[src/rtl/core/assert_macros.svh]
// ----------------------------------------------------------------------------
// assert_macros
// Assertion helper macros for the RTL.
// ----------------------------------------------------------------------------
`ifndef ASSERT_MACROS_SVH
`define ASSERT_MACROS_SVH

// Check that a condition holds on every clock edge outside reset.
`define ASSERT_ALWAYS(lbl, clk, rst, cond) \
   lbl: assert property (@(posedge clk) disable iff (rst) (cond)) else $error("%m failed");

// Check that an antecedent implies a consequent on the next edge.
`define ASSERT_NEXT(lbl, clk, rst, ante, cons) \
   lbl: assert property (@(posedge clk) disable iff (rst) (ante) |=> (cons)) \
      else $error("%m failed");

`endif

[src/rtl/core/li_pkg.sv]
// ----------------------------------------------------------------------------
// li_pkg
// Types and constants shared by the line intersection block.
// ----------------------------------------------------------------------------
package li_pkg;

   localparam int COEF_WIDTH   = 16;
   localparam int RESULT_WIDTH = 32;
   localparam int FRAC_WIDTH   = 5;
   localparam int FRAC_MAX     = 16;
   // products and determinant
   localparam int PROD_WIDTH   = 2 * COEF_WIDTH;
   localparam int DET_WIDTH    = PROD_WIDTH + 1;
   // magnitude of det, numerators
   localparam int MAG_WIDTH    = DET_WIDTH;
   // dividend = |num| << FRAC_MAX
   localparam int DIVD_WIDTH   = MAG_WIDTH + FRAC_MAX;
   localparam int QUEUE_DEPTH  = 4;
   localparam int QPTR_WIDTH   = 2;

   localparam logic [FRAC_WIDTH-1:0] FRAC_RESET = FRAC_WIDTH'(FRAC_MAX);
   localparam logic [0:0]            REG_FRACTION_BITS = 1'b0;

   typedef struct packed {
      logic signed [COEF_WIDTH-1:0] line_a_x_coef;
      logic signed [COEF_WIDTH-1:0] line_a_y_coef;
      logic signed [COEF_WIDTH-1:0] line_a_const;
      logic signed [COEF_WIDTH-1:0] line_b_x_coef;
      logic signed [COEF_WIDTH-1:0] line_b_y_coef;
      logic signed [COEF_WIDTH-1:0] line_b_const;
   } req_type;

   typedef struct packed {
      logic signed [RESULT_WIDTH-1:0] cross_x;
      logic signed [RESULT_WIDTH-1:0] cross_y;
      logic                           parallel;
      logic                           overflow;
   } rsp_type;

   // classified work handed from the front to the back
   typedef struct packed {
      logic [MAG_WIDTH-1:0]  det_mag;
      logic [MAG_WIDTH-1:0]  x_mag;
      logic [MAG_WIDTH-1:0]  y_mag;
      logic                  x_neg;
      logic                  y_neg;
      logic                  parallel;
      logic [FRAC_WIDTH-1:0] frac;
   } work_type;

endpackage

[src/rtl/core/li_front.sv]
// ----------------------------------------------------------------------------
// li_front
// Accepts line pairs, forms products, determinant and numerators, classifies.
// Two registered stages with a valid/ready pipeline.
// ----------------------------------------------------------------------------
module li_front import li_pkg::*; (
   input  logic                  clock,
   input  logic                  reset,
   input  logic                  req_valid,
   output logic                  req_ready,
   input  req_type               req_data,
   input  logic [FRAC_WIDTH-1:0] frac_bits,
   output logic                  work_valid,
   input  logic                  work_ready,
   output work_type              work_data
);

   typedef struct packed {
      logic signed [PROD_WIDTH-1:0] p_a1b2;
      logic signed [PROD_WIDTH-1:0] p_a2b1;
      logic signed [PROD_WIDTH-1:0] p_b1c2;
      logic signed [PROD_WIDTH-1:0] p_b2c1;
      logic signed [PROD_WIDTH-1:0] p_c1a2;
      logic signed [PROD_WIDTH-1:0] p_c2a1;
      logic [FRAC_WIDTH-1:0]        frac;
   } prod_type;

   logic     s1_valid_ff, s1_valid_in;
   prod_type s1_ff, s1_in;
   logic     s2_valid_ff, s2_valid_in;
   work_type s2_ff, s2_in;
   logic     s1_adv, s2_adv;

   logic signed [DET_WIDTH-1:0] det, xn, yn;

   // pipeline advance: a stage moves when the one after it frees up
   assign s2_adv    = !s2_valid_ff || work_ready;
   assign s1_adv    = !s1_valid_ff || s2_adv;
   assign req_ready = s1_adv;

   // products
   always_comb begin
      s1_in.p_a1b2 = PROD_WIDTH'(req_data.line_a_x_coef * req_data.line_b_y_coef);
      s1_in.p_a2b1 = PROD_WIDTH'(req_data.line_b_x_coef * req_data.line_a_y_coef);
      s1_in.p_b1c2 = PROD_WIDTH'(req_data.line_a_y_coef * req_data.line_b_const);
      s1_in.p_b2c1 = PROD_WIDTH'(req_data.line_b_y_coef * req_data.line_a_const);
      s1_in.p_c1a2 = PROD_WIDTH'(req_data.line_a_const * req_data.line_b_x_coef);
      s1_in.p_c2a1 = PROD_WIDTH'(req_data.line_b_const * req_data.line_a_x_coef);
      s1_in.frac   = (frac_bits > FRAC_WIDTH'(FRAC_MAX)) ? FRAC_WIDTH'(FRAC_MAX) : frac_bits;
      s1_valid_in  = s1_adv ? req_valid : s1_valid_ff;
   end

   // differences, signs and magnitudes
   always_comb begin
      det = DET_WIDTH'(s1_ff.p_a1b2) - DET_WIDTH'(s1_ff.p_a2b1);
      xn  = DET_WIDTH'(s1_ff.p_b1c2) - DET_WIDTH'(s1_ff.p_b2c1);
      yn  = DET_WIDTH'(s1_ff.p_c1a2) - DET_WIDTH'(s1_ff.p_c2a1);
      s2_in.det_mag  = det[DET_WIDTH-1] ? MAG_WIDTH'(-det) : MAG_WIDTH'(det);
      s2_in.x_mag    = xn[DET_WIDTH-1]  ? MAG_WIDTH'(-xn)  : MAG_WIDTH'(xn);
      s2_in.y_mag    = yn[DET_WIDTH-1]  ? MAG_WIDTH'(-yn)  : MAG_WIDTH'(yn);
      s2_in.x_neg    = (xn != '0) && (xn[DET_WIDTH-1] != det[DET_WIDTH-1]);
      s2_in.y_neg    = (yn != '0) && (yn[DET_WIDTH-1] != det[DET_WIDTH-1]);
      s2_in.parallel = (det == '0);
      s2_in.frac     = s1_ff.frac;
      s2_valid_in    = s2_adv ? s1_valid_ff : s2_valid_ff;
   end

   // control registers
   always_ff @(posedge clock) begin
      if (reset) begin
         s1_valid_ff <= 1'b0;
         s2_valid_ff <= 1'b0;
      end else begin
         s1_valid_ff <= s1_valid_in;
         s2_valid_ff <= s2_valid_in;
      end
   end

   // payload registers
   always_ff @(posedge clock) begin
      if (s1_adv) begin
         s1_ff <= s1_in;
      end
      if (s2_adv) begin
         s2_ff <= s2_in;
      end
   end

   assign work_valid = s2_valid_ff;
   assign work_data  = s2_ff;

endmodule

[config.mk]
export PLATFORM = sky130hd
export DESIGN_NAME = li_front
export DESIGN_NICKNAME = d
export VERILOG_FILES = /design/src/rtl/core/assert_macros.svh /design/src/rtl/core/li_pkg.sv /design/src/rtl/core/li_front.sv
export SDC_FILE = /design/constraint.sdc
export NUM_CORES = 2
export LEC_CHECK = 0
export BUFFER_PORTS_ARGS = -buffer_cell sky130_fd_sc_hd__buf_4
export CORE_MARGIN = 4
export CORE_UTILIZATION = 49
export CTS_BUF_LIST = sky130_fd_sc_hd__clkbuf_4 sky130_fd_sc_hd__clkbuf_8
export CTS_CLUSTER_DIAMETER = 60
export DETAILED_ROUTE_END_ITERATION = 10
export HOLD_SLACK_MARGIN = 0.12
export PLACE_DENSITY = 0.68
export REMOVE_ABC_BUFFERS = 1
export SKIP_LAST_GASP = 1
export SLEW_MARGIN = 20
export SYNTH_ARGS = -nofsm -noshare
export SYNTH_HDL_FRONTEND = slang
export SYNTH_SLANG_ARGS = --single-unit
[constraint.sdc]
create_clock -name clock -period 6 [get_ports clock]
set_input_delay 0.3 -clock clock [delete_from_list [all_inputs] [get_ports clock]]
set_output_delay 0.3 -clock clock [all_outputs]
set_load 0.1 [all_outputs]
==> reports/qor.yml <==
outcome: "complete, no violations"
grt_overflow: 0
relSlewSlack_pct: 35.33
place_congestion: 0.9202
grtUsageTotal_pct: 25.74
setup.worst_path.start_class: "input pin"
fill_cells: 13416
synth_flop_cell: "edfxtp_1"
clkTransAtPathRegs_ns: 0.06
pin_count: 214
crit_path_end_kind: "flop"
portBuffers: 213
cts_tree: "built"
crit_top_cell: "fa_1"
avgSynthCellArea_um2: 9.492
cts.htree.levels: 3
pre_cts_ws_ns: -0.8138
critPathKind: "input pin to flop"
dpl.cell_count: 10624
syn_area_um2: 75620
worstMarginPinSlew_ns: 0.9700
grt_antenna_before_repair: 19
die_h_um: 400.8
clock-sinks: 306
min_period_over_period_pct: 98.62
yosys_warnings: 0
start_util_pct: 49.55
stdcell_count: 10775
ys_async_sr_fraction_pct: 0
final_antenna_net_count: 0
synth_top_area_share_pct: 41.69
required_ns: 6.60
slowest_stage: "fa_1"
drive_gt1_share_pct: 13.16
netlist.top_cell.by_area: "fa_1"
cts-root-buf: "clkbuf_8"
skew_ns: 0.04767
fp.dieW_um: 400.8
slowest_delay_ns: 0.54
finalCriticalPeriod_ns: 5.917
dpl.hpwl_um: 171900
drc: 0
hold_violations: 0
core_area_um2: 152600
synth_edf_count: 304
cts_buffers: 71
synth_seq_cells: 306
slew_viol_final: 0
min_path_type: "input pin to flop"
yosysSeqAreaShare_pct: 12.12
crit_arrival_ns: 6.52
worstPathMaxFanout: 7
cts.path.max_buffers: 3
area_growth_syn_to_layout_pct: 14.10
ys_top_cells_by_area: "fa_1 42%, edfxtp_1 12%, ha_1 9.8%"
setup_slack_ns: 0.08295
max_cap_viol_count: 0
setup-violations-final: 0
worst_path_dominant_cell_family: "adder cells"
via_per_inst: 5.241
dr.pass1.iters: 6
clock.fmax_mhz: 169.0
critPathBufInv: 9
finalNetCount: 10952
grt_pass1_vias: 59892
syn_inst: 7967
yosysMostFrequentCell: "inv_1"
synth_cell_types: 94
rows: 143
grt_max_degree: 123
dieArea_um2: 160700
wirelength_um: 201600
tns_ns: 0
synth_common_cells: "1857 x inv_1, 1575 x fa_1, 822 x nand2_1"
rsz0062_at_grt: "yes"
wl_per_cell_um: 18.71
grt_first_pass_wirelength_um: 327000
drtIter0Drc: 3974
vias: 56473
insertion_delay_ns: 0.79
==> cells in the final DEF (no fill, tap or decap), types with 17 or more instances in the layout <==
master / instances
a31oi_1: 39
xor2_1: 107
buf_4: 909
and2_1: 759
or3_1: 17
o21ai_0: 111
o21bai_1: 27
nor2_1: 269
clkinv_1: 17
o211ai_1: 17
fa_1: 1574
a21o_1: 90
nand3_1: 50
nand2b_1: 50
nor2b_1: 40
nand2_1: 821
a211oi_1: 23
edfxtp_1: 304
o21a_1: 55
xnor2_1: 255
inv_1: 1856
o31ai_1: 19
a21oi_1: 215
buf_12: 28
ha_1: 594
clkbuf_8: 71
nor3_1: 47
and3_1: 34
==> path summary, 6_finish.rpt <==
check                from       endpoint  slack, ns  cells after the start
max          req_data[87]      s1_ff[35]       0.08                     27
min                 reset    s1_valid_ff       0.23                      3
max reg2reg      s1_ff[5]  work_data[30]       0.64                     15
min reg2reg      s1_ff[3]   work_data[3]       0.42                      0
==> what timing repair did <==
action	in CTS	in global routing
hold buffers	10	0
endpoints found under the setup margin	0	20
setup buffers	0	1
gates resized for setup	0	44
hold endpoints to repair	9	0
==> per-stage QoR <==
step,hold WS (ns),util [%],cell area (µm²)
floorplan,0.3724,-,74400
global placement,0.4030,55.32,84430
detailed placement,0.4077,55.32,84430
CTS,0.1375,56.39,86070
global route,0.2068,56.53,86280
finish,0.2278,56.54,86280
==> worst min-delay path, cell delays in order <==
cell	delay, ns
dlygate4sd3_1	0.53
buf_4	0.11
nor2_1	0.03
==> registers in the layout, indices dropped and copies added (netlist names) <==
register     count
s1_ff          197
s1_valid_ff      1
work_data      107
work_valid       1
==> routing by layer <==
metal  GRT usage [%]  share of wire, %
met2           40.74                46
met5               0             0.040
met4           9.824               4.3
met1           35.78                42
met3           4.177               7.1
==> cell type report <==
cell class	count	area, µm²	share of cell area (%)
Clock inverter	54	514.2	0.5960
Inverter	1858	6977	8.086
Antenna cell	9	22.52	0.02610
Multi-Input combinational cell	5480	58390	67.68
Sequential cell	306	9169	10.63
Timing Repair Buffer	961	7646	8.862
Clock buffer	77	1022	1.185
Tap cell	2030	2540	2.944
==> kinds of logic (layout without fill, tap and decap cells) <==
| family | Yosys count | in the layout | share of synthesized area (%) |
|---|---|---|---|
| buffers and inverters | 2181 | 2950 | 10.84 |
| flip-flops | 306 | 306 | 12.12 |
| other | 0 | 9 | 0 |
| AO/OA/AOI/OAI | 759 | 759 | 6.693 |
| multiplexers | 11 | 11 | 0.1555 |
| adder cells (fa/ha/maj) | 2169 | 2169 | 51.52 |
| AND/OR/NAND/NOR | 2178 | 2178 | 14.45 |
| XOR/XNOR | 363 | 363 | 4.214 |
Power is left out: the tool's default activity adds up to more than one toggle a clock period on the data nets, which glitch-free logic cannot reach.
