### src/rtl/core/assert_macros.svh
// ----------------------------------------------------------------------------
// assert_macros
// Assertion helper macros for the RTL.
// ----------------------------------------------------------------------------
`ifndef ASSERT_MACROS_SVH
`define ASSERT_MACROS_SVH

// Check that a condition holds on every clock edge outside reset.
`define ASSERT_ALWAYS(lbl, clk, rst, cond) \
   lbl: assert property (@(posedge clk) disable iff (rst) (cond)) else $error("%m failed");

// Check that an antecedent implies a consequent on the next edge.
`define ASSERT_NEXT(lbl, clk, rst, ante, cons) \
   lbl: assert property (@(posedge clk) disable iff (rst) (ante) |=> (cons)) \
      else $error("%m failed");

`endif

### src/rtl/core/li_pkg.sv
// ----------------------------------------------------------------------------
// li_pkg
// Types and constants shared by the line intersection block.
// ----------------------------------------------------------------------------
package li_pkg;

   localparam int COEF_WIDTH   = 16;
   localparam int RESULT_WIDTH = 32;
   localparam int FRAC_WIDTH   = 5;
   localparam int FRAC_MAX     = 16;
   // products and determinant
   localparam int PROD_WIDTH   = 2 * COEF_WIDTH;
   localparam int DET_WIDTH    = PROD_WIDTH + 1;
   // magnitude of det, numerators
   localparam int MAG_WIDTH    = DET_WIDTH;
   // dividend = |num| << FRAC_MAX
   localparam int DIVD_WIDTH   = MAG_WIDTH + FRAC_MAX;
   localparam int QUEUE_DEPTH  = 4;
   localparam int QPTR_WIDTH   = 2;

   localparam logic [FRAC_WIDTH-1:0] FRAC_RESET = FRAC_WIDTH'(FRAC_MAX);
   localparam logic [0:0]            REG_FRACTION_BITS = 1'b0;

   typedef struct packed {
      logic signed [COEF_WIDTH-1:0] line_a_x_coef;
      logic signed [COEF_WIDTH-1:0] line_a_y_coef;
      logic signed [COEF_WIDTH-1:0] line_a_const;
      logic signed [COEF_WIDTH-1:0] line_b_x_coef;
      logic signed [COEF_WIDTH-1:0] line_b_y_coef;
      logic signed [COEF_WIDTH-1:0] line_b_const;
   } req_type;

   typedef struct packed {
      logic signed [RESULT_WIDTH-1:0] cross_x;
      logic signed [RESULT_WIDTH-1:0] cross_y;
      logic                           parallel;
      logic                           overflow;
   } rsp_type;

   // classified work handed from the front to the back
   typedef struct packed {
      logic [MAG_WIDTH-1:0]  det_mag;
      logic [MAG_WIDTH-1:0]  x_mag;
      logic [MAG_WIDTH-1:0]  y_mag;
      logic                  x_neg;
      logic                  y_neg;
      logic                  parallel;
      logic [FRAC_WIDTH-1:0] frac;
   } work_type;

endpackage

### src/rtl/core/li_queue.sv
// ----------------------------------------------------------------------------
// li_queue
// Short FIFO between the front and the back.
// ----------------------------------------------------------------------------
module li_queue import li_pkg::*; (
   input  logic     clock,
   input  logic     reset,
   input  logic     in_valid,
   output logic     in_ready,
   input  work_type in_data,
   output logic     out_valid,
   input  logic     out_ready,
   output work_type out_data
);

   work_type              mem_ff [QUEUE_DEPTH];
   logic [QPTR_WIDTH-1:0] wr_ff, wr_in, rd_ff, rd_in;
   logic [QPTR_WIDTH:0]   cnt_ff, cnt_in;
   logic                  push, pop;

   assign in_ready  = (cnt_ff != (QPTR_WIDTH+1)'(QUEUE_DEPTH));
   assign out_valid = (cnt_ff != '0);
   assign out_data  = mem_ff[rd_ff];
   assign push      = in_valid && in_ready;
   assign pop       = out_valid && out_ready;

   // pointers and fill count
   always_comb begin
      wr_in  = push ? wr_ff + 1'b1 : wr_ff;
      rd_in  = pop  ? rd_ff + 1'b1 : rd_ff;
      cnt_in = cnt_ff + (QPTR_WIDTH+1)'(push) - (QPTR_WIDTH+1)'(pop);
   end

   always_ff @(posedge clock) begin
      if (reset) begin
         wr_ff  <= '0;
         rd_ff  <= '0;
         cnt_ff <= '0;
      end else begin
         wr_ff  <= wr_in;
         rd_ff  <= rd_in;
         cnt_ff <= cnt_in;
      end
   end

   // storage
   always_ff @(posedge clock) begin
      if (push) begin
         mem_ff[wr_ff] <= in_data;
      end
   end

endmodule

### config.mk
export PLATFORM = sky130hd
export DESIGN_NAME = li_queue
export DESIGN_NICKNAME = d
export VERILOG_FILES = /design/src/rtl/core/assert_macros.svh /design/src/rtl/core/li_pkg.sv /design/src/rtl/core/li_queue.sv
export SDC_FILE = /design/constraint.sdc
export NUM_CORES = 1
export LEC_CHECK = 0
export ABC_CLOCK_PERIOD_IN_PS = 5050
export BUFFER_PORTS_ARGS = -buffer_cell sky130_fd_sc_hd__buf_2
export CELL_PAD_IN_SITES_DETAIL_PLACEMENT = 1
export CELL_PAD_IN_SITES_GLOBAL_PLACEMENT = 2
export CORE_MARGIN = 2
export CORE_UTILIZATION = 40
export CTS_BUF_LIST = sky130_fd_sc_hd__clkbuf_4
export DETAILED_ROUTE_END_ITERATION = 8
export GPL_ROUTABILITY_DRIVEN = 1
export PLACE_DENSITY = 0.73
export SLEW_MARGIN = 15
export SYNTH_ARGS = -nofsm -noshare
export SYNTH_HDL_FRONTEND = slang
export SYNTH_SLANG_ARGS = --single-unit
export TNS_END_PERCENT = 30
### constraint.sdc
create_clock -name clock -period 5.05 [get_ports clock]
set_input_delay 1.2625 -clock clock [delete_from_list [all_inputs] [get_ports clock]]
set_output_delay 1.2625 -clock clock [all_outputs]
set_load 0.005 [all_outputs]
==> reports/summary.md <==
The power density normalized to cell area came out at 498.0 nW/um2. Sequential elements use 82.04% of the synthesized area. The setup TNS after final layout is 0 ns. Summed over its instances, the top area cell type makes up 80.91% of the synthesized netlist area. Hold repair after CTS inserted 0 buffers. Counting the buffers created by CTS gives 111. The first global-routing pass estimated 50220 um of wire.

The logs give 0 for the count of endpoints failing setup in the final report and 1044 for the final net count. For this design, the slowest cell found on the critical path is sky130_fd_sc_hd__dfxtp_4. Counting tap cells, the placed design contains a total of 1338 instances. For this run, the total global-route usage over all layers was measured as 16.36%.

The area growth from synthesis to layout is 19.69%. Largest clock skew in the final design: 0.03172 ns. The cell depth of the worst hold path was 2; the number of logic stages on the critical path including buffering was 3. The biggest area contributor in the post-synthesis netlist is sky130_fd_sc_hd__edfxtp_1. In this run the worst path has a maximum fanout of 39. The logs give 6.446 nW for the cell leakage power and 726 for the synthesized netlist net count. Summing all flip-flop and latch instances after layout gives 13040 um2. The run gives 0 as the post-CTS repair timing setup buffer count. Summed over all layers, the global routing overflow is 0. The tools report the final number of max-transition violations as 0. The count of warnings emitted by yosys is 0, and the post-route minimum period is 3.999 ns. The endpoint identified for the worst register-to-register timing path is cnt_ff[2]. The design draws 9.468 mW.

The number of top-level design ports came out at 220. The x dimension of the die was 203.3 um. The max-cap violation count is 0. The startpoint identified for the worst register-to-register timing path is cnt_ff[1].

The tools report the number of levels in the clock H-tree as 3. The run gives 8264 as the via count of the first global-routing pass. The root buffer cell was sky130_fd_sc_hd__clkbuf_4. The count of cells along the worst register-to-register path came out at 11.

Together, buffers and inverters on the worst path number 2. The netlist uses 24 different library cells. The run gives 0 as the remaining antenna violation count after routing.

The synthesized instance count is 608, and the arrival time at the worst endpoint is 2.74 ns. TritonCTS built the clock tree. The worst setup path is launched from a flip-flop.

Entering global routing, the biggest net connects 65 pins. Required time reported for the critical path endpoint: 3.79 ns. Yosys instantiated no cell more often than sky130_fd_sc_hd__edfxtp_1. The multi-input gate area in the final layout is 2683 um2, and the count of TritonRoute iterations in the first routing pass is 4. The worst stage delay on the critical path is 0.80 ns, and the detail-routed net length per standard cell is 21.45 um. The total length of routed wires is 32770 um, and the post-synthesis async set-or-reset flop share is 0%. Capturing instance or port of the critical path: out_data[73].

The logs give 5 for the number of antenna violations at the first check in global routing and 0 for the remaining design rule violation count. Counting flops with a built-in enable in the synthesized netlist gives 428. The critical path goes through buf_12 > mux4_2 > buf_2. Routability-driven placement finished with a final weighted congestion of 0.6898. The row count is 73, and the port buffer count is 219. The number of clock sinks came out at 437.

In this run the vertical extent of the chip is 203.3 um. The run gives 1528 as the number of cells in the finished layout apart from fillers. Based on the critical path, the design can be clocked at up to 0.2501 GHz. In the finished design, the share of the clock period the worst path needs comes to 79.19%. The tools report the maximum clock path buffer count as 3. The mapped cell area came out at 15890 um2. The floorplan step defined a die boundary enclosing 41320 um2. After detailed routing, the number of vias per cell comes to 4.891.

Final-report hold violation count: 0. The flow ran to the end, and the final reports show no timing, DRC or antenna violations. The region available for standard cell placement spans 39460 um2. The kind of cell with the highest combined delay along the critical path is flip-flops. The tools report the worst relative slew slack as 50.50%. The initial standard-cell utilization of the core came out at 40.26%. Sorting the synthesized cells by how often they occur yields sky130_fd_sc_hd__edfxtp_1 (428), sky130_fd_sc_hd__mux4_2 (107), sky130_fd_sc_hd__buf_2 (12).

First-iteration detailed-routing DRC count: 322. The path category of the worst min-delay check is flip-flop to flip-flop. The number of storage elements in the synthesis netlist was 437; the insertion delay of the later-clocked pin in the worst-skew pair was 0.78 ns.

Most instantiated flip-flop cell in the synthesis netlist: sky130_fd_sc_hd__edfxtp_1. Cells with a size suffix above 1 make up 50.55% of the layout. The worst-case IR drop observed on VDD is 0.2511 mV. The minimum setup slack among reg-to-reg paths is 2.42 ns, and the synthesized area per cell is 26.13 um2. STA classifies the critical path endpoint as an output pin. In the post-synthesis netlist, the biggest area contributors are sky130_fd_sc_hd__edfxtp_1 (81%), sky130_fd_sc_hd__mux4_2 (15%), sky130_fd_sc_hd__dfxtp_1 (1.1%). At the pin with the least slew margin, the transition time is 0.7425 ns. The via count was 7473. The tools report the number of fill cells as 3676. The critical path is of the flip-flop to output pin type. The number of gates resized after CTS was 0.

Setup repair after global routing left no endpoint under its margin. The tools report the detailed placer's ending HPWL as 19720 um. Clock-pin slew was measured on the worst setup and hold paths at 0.06 ns.
==> flip-flops by register name, summed over array words and instances (netlist names), named ones only <==
| signal | cells |
|---|---|
| wr_ff | 2 |
| mem_ff | 428 |
| cnt_ff | 3 |
| rd_ff | 2 |
==> cell families (layout without fill, tap and decap cells) <==
kind of cell / count (synthesis) / after routing / share of synthesized area [%]
DFF: 437 / 437 / 82.04
muxes: 109 / 109 / 15.30
buffers and inverters: 30 / 423 / 1.134
and+or+nand+nor: 19 / 19 / 0.5986
adders and majority gates: 7 / 7 / 0.5986
AOI/OAI and AO/OA: 3 / 3 / 0.1576
xor gates and xnor gates: 3 / 3 / 0.1654
other: 0 / 2 / 0
==> stage by stage <==
step	hold WS [ns]	util [%]	cell area (um2)	worst slack, ns
after floorplan	0.4820	-	15890	0.4282
after global placement	0.5157	44.77	17660	1.637
after detailed placement	0.5276	44.77	17660	1.628
after CTS	0.5432	48.17	19010	0.8234
after global routing	0.5848	48.19	19010	0.7447
final	0.5294	48.19	19010	1.051
==> worst min-delay path: stages, from the launching register on <==
cell and delay (ns):
sky130_fd_sc_hd__dfxtp_1 0.32, sky130_fd_sc_hd__xor2_1 0.06, sky130_fd_sc_hd__nor2_1 0.11
==> layout by cell type, fill, tap and decap left out, types with 2 or more instances in the layout <==
master and instances:
sky130_fd_sc_hd__edfxtp_1 428, sky130_fd_sc_hd__buf_2 219, sky130_fd_sc_hd__clkbuf_4 154, sky130_fd_sc_hd__mux4_2 107, sky130_fd_sc_hd__clkinv_1 26, sky130_fd_sc_hd__nor2_1 8
sky130_fd_sc_hd__dfxtp_1 7, sky130_fd_sc_hd__buf_12 7, sky130_fd_sc_hd__ha_1 6, sky130_fd_sc_hd__inv_1 5, sky130_fd_sc_hd__and2_4 4, sky130_fd_sc_hd__buf_4 4
sky130_fd_sc_hd__inv_2 3, sky130_fd_sc_hd__diode_2 2, sky130_fd_sc_hd__xor2_1 2, sky130_fd_sc_hd__nand2b_1 2, sky130_fd_sc_hd__dfxtp_4 2, sky130_fd_sc_hd__bufinv_16 2
sky130_fd_sc_hd__clkinv_2 2
==> area by class of cell <==
cell class / instances / share of cell area, %
Clock inverter: 34 / 0.9871
Tap cell: 525 / 3.455
Antenna cell: 2 / 0.02632
Inverter: 5 / 0.09871
Sequential cell: 437 / 68.58
Clock buffer: 154 / 6.081
Multi-Input combinational cell: 141 / 14.11
Timing Repair Buffer: 230 / 6.660
==> how the worst min path moves through the flow <==
stage                     start       endpoint  slack [ns]
floorplan              wr_ff[1]       wr_ff[1]        0.48
global placement       wr_ff[1]       wr_ff[1]        0.52
detailed placement     wr_ff[1]       wr_ff[1]        0.53
CTS                    wr_ff[1]       wr_ff[1]        0.54
global route        in_data[34]  mem_ff[1][34]        0.58
finish                 rd_ff[1]      flip-flop        0.53
==> layer usage <==
metal	vias to the layer above	GRT usage [%]	wire length [um]
met5	-	0	37
met4	6	5.474	523
met3	53	5.417	1882
met2	220	25.87	16360
met1	3875	21.46	13970
li1	3319	-	-
==> report_power, final <==
part           total (mW)  internal [mW]  switching [mW]
Clock                2.84           1.50            1.34
Sequential           4.64           4.44           0.195
Combinational        1.99           1.02           0.977
Power figures use the tool's default switching activity.
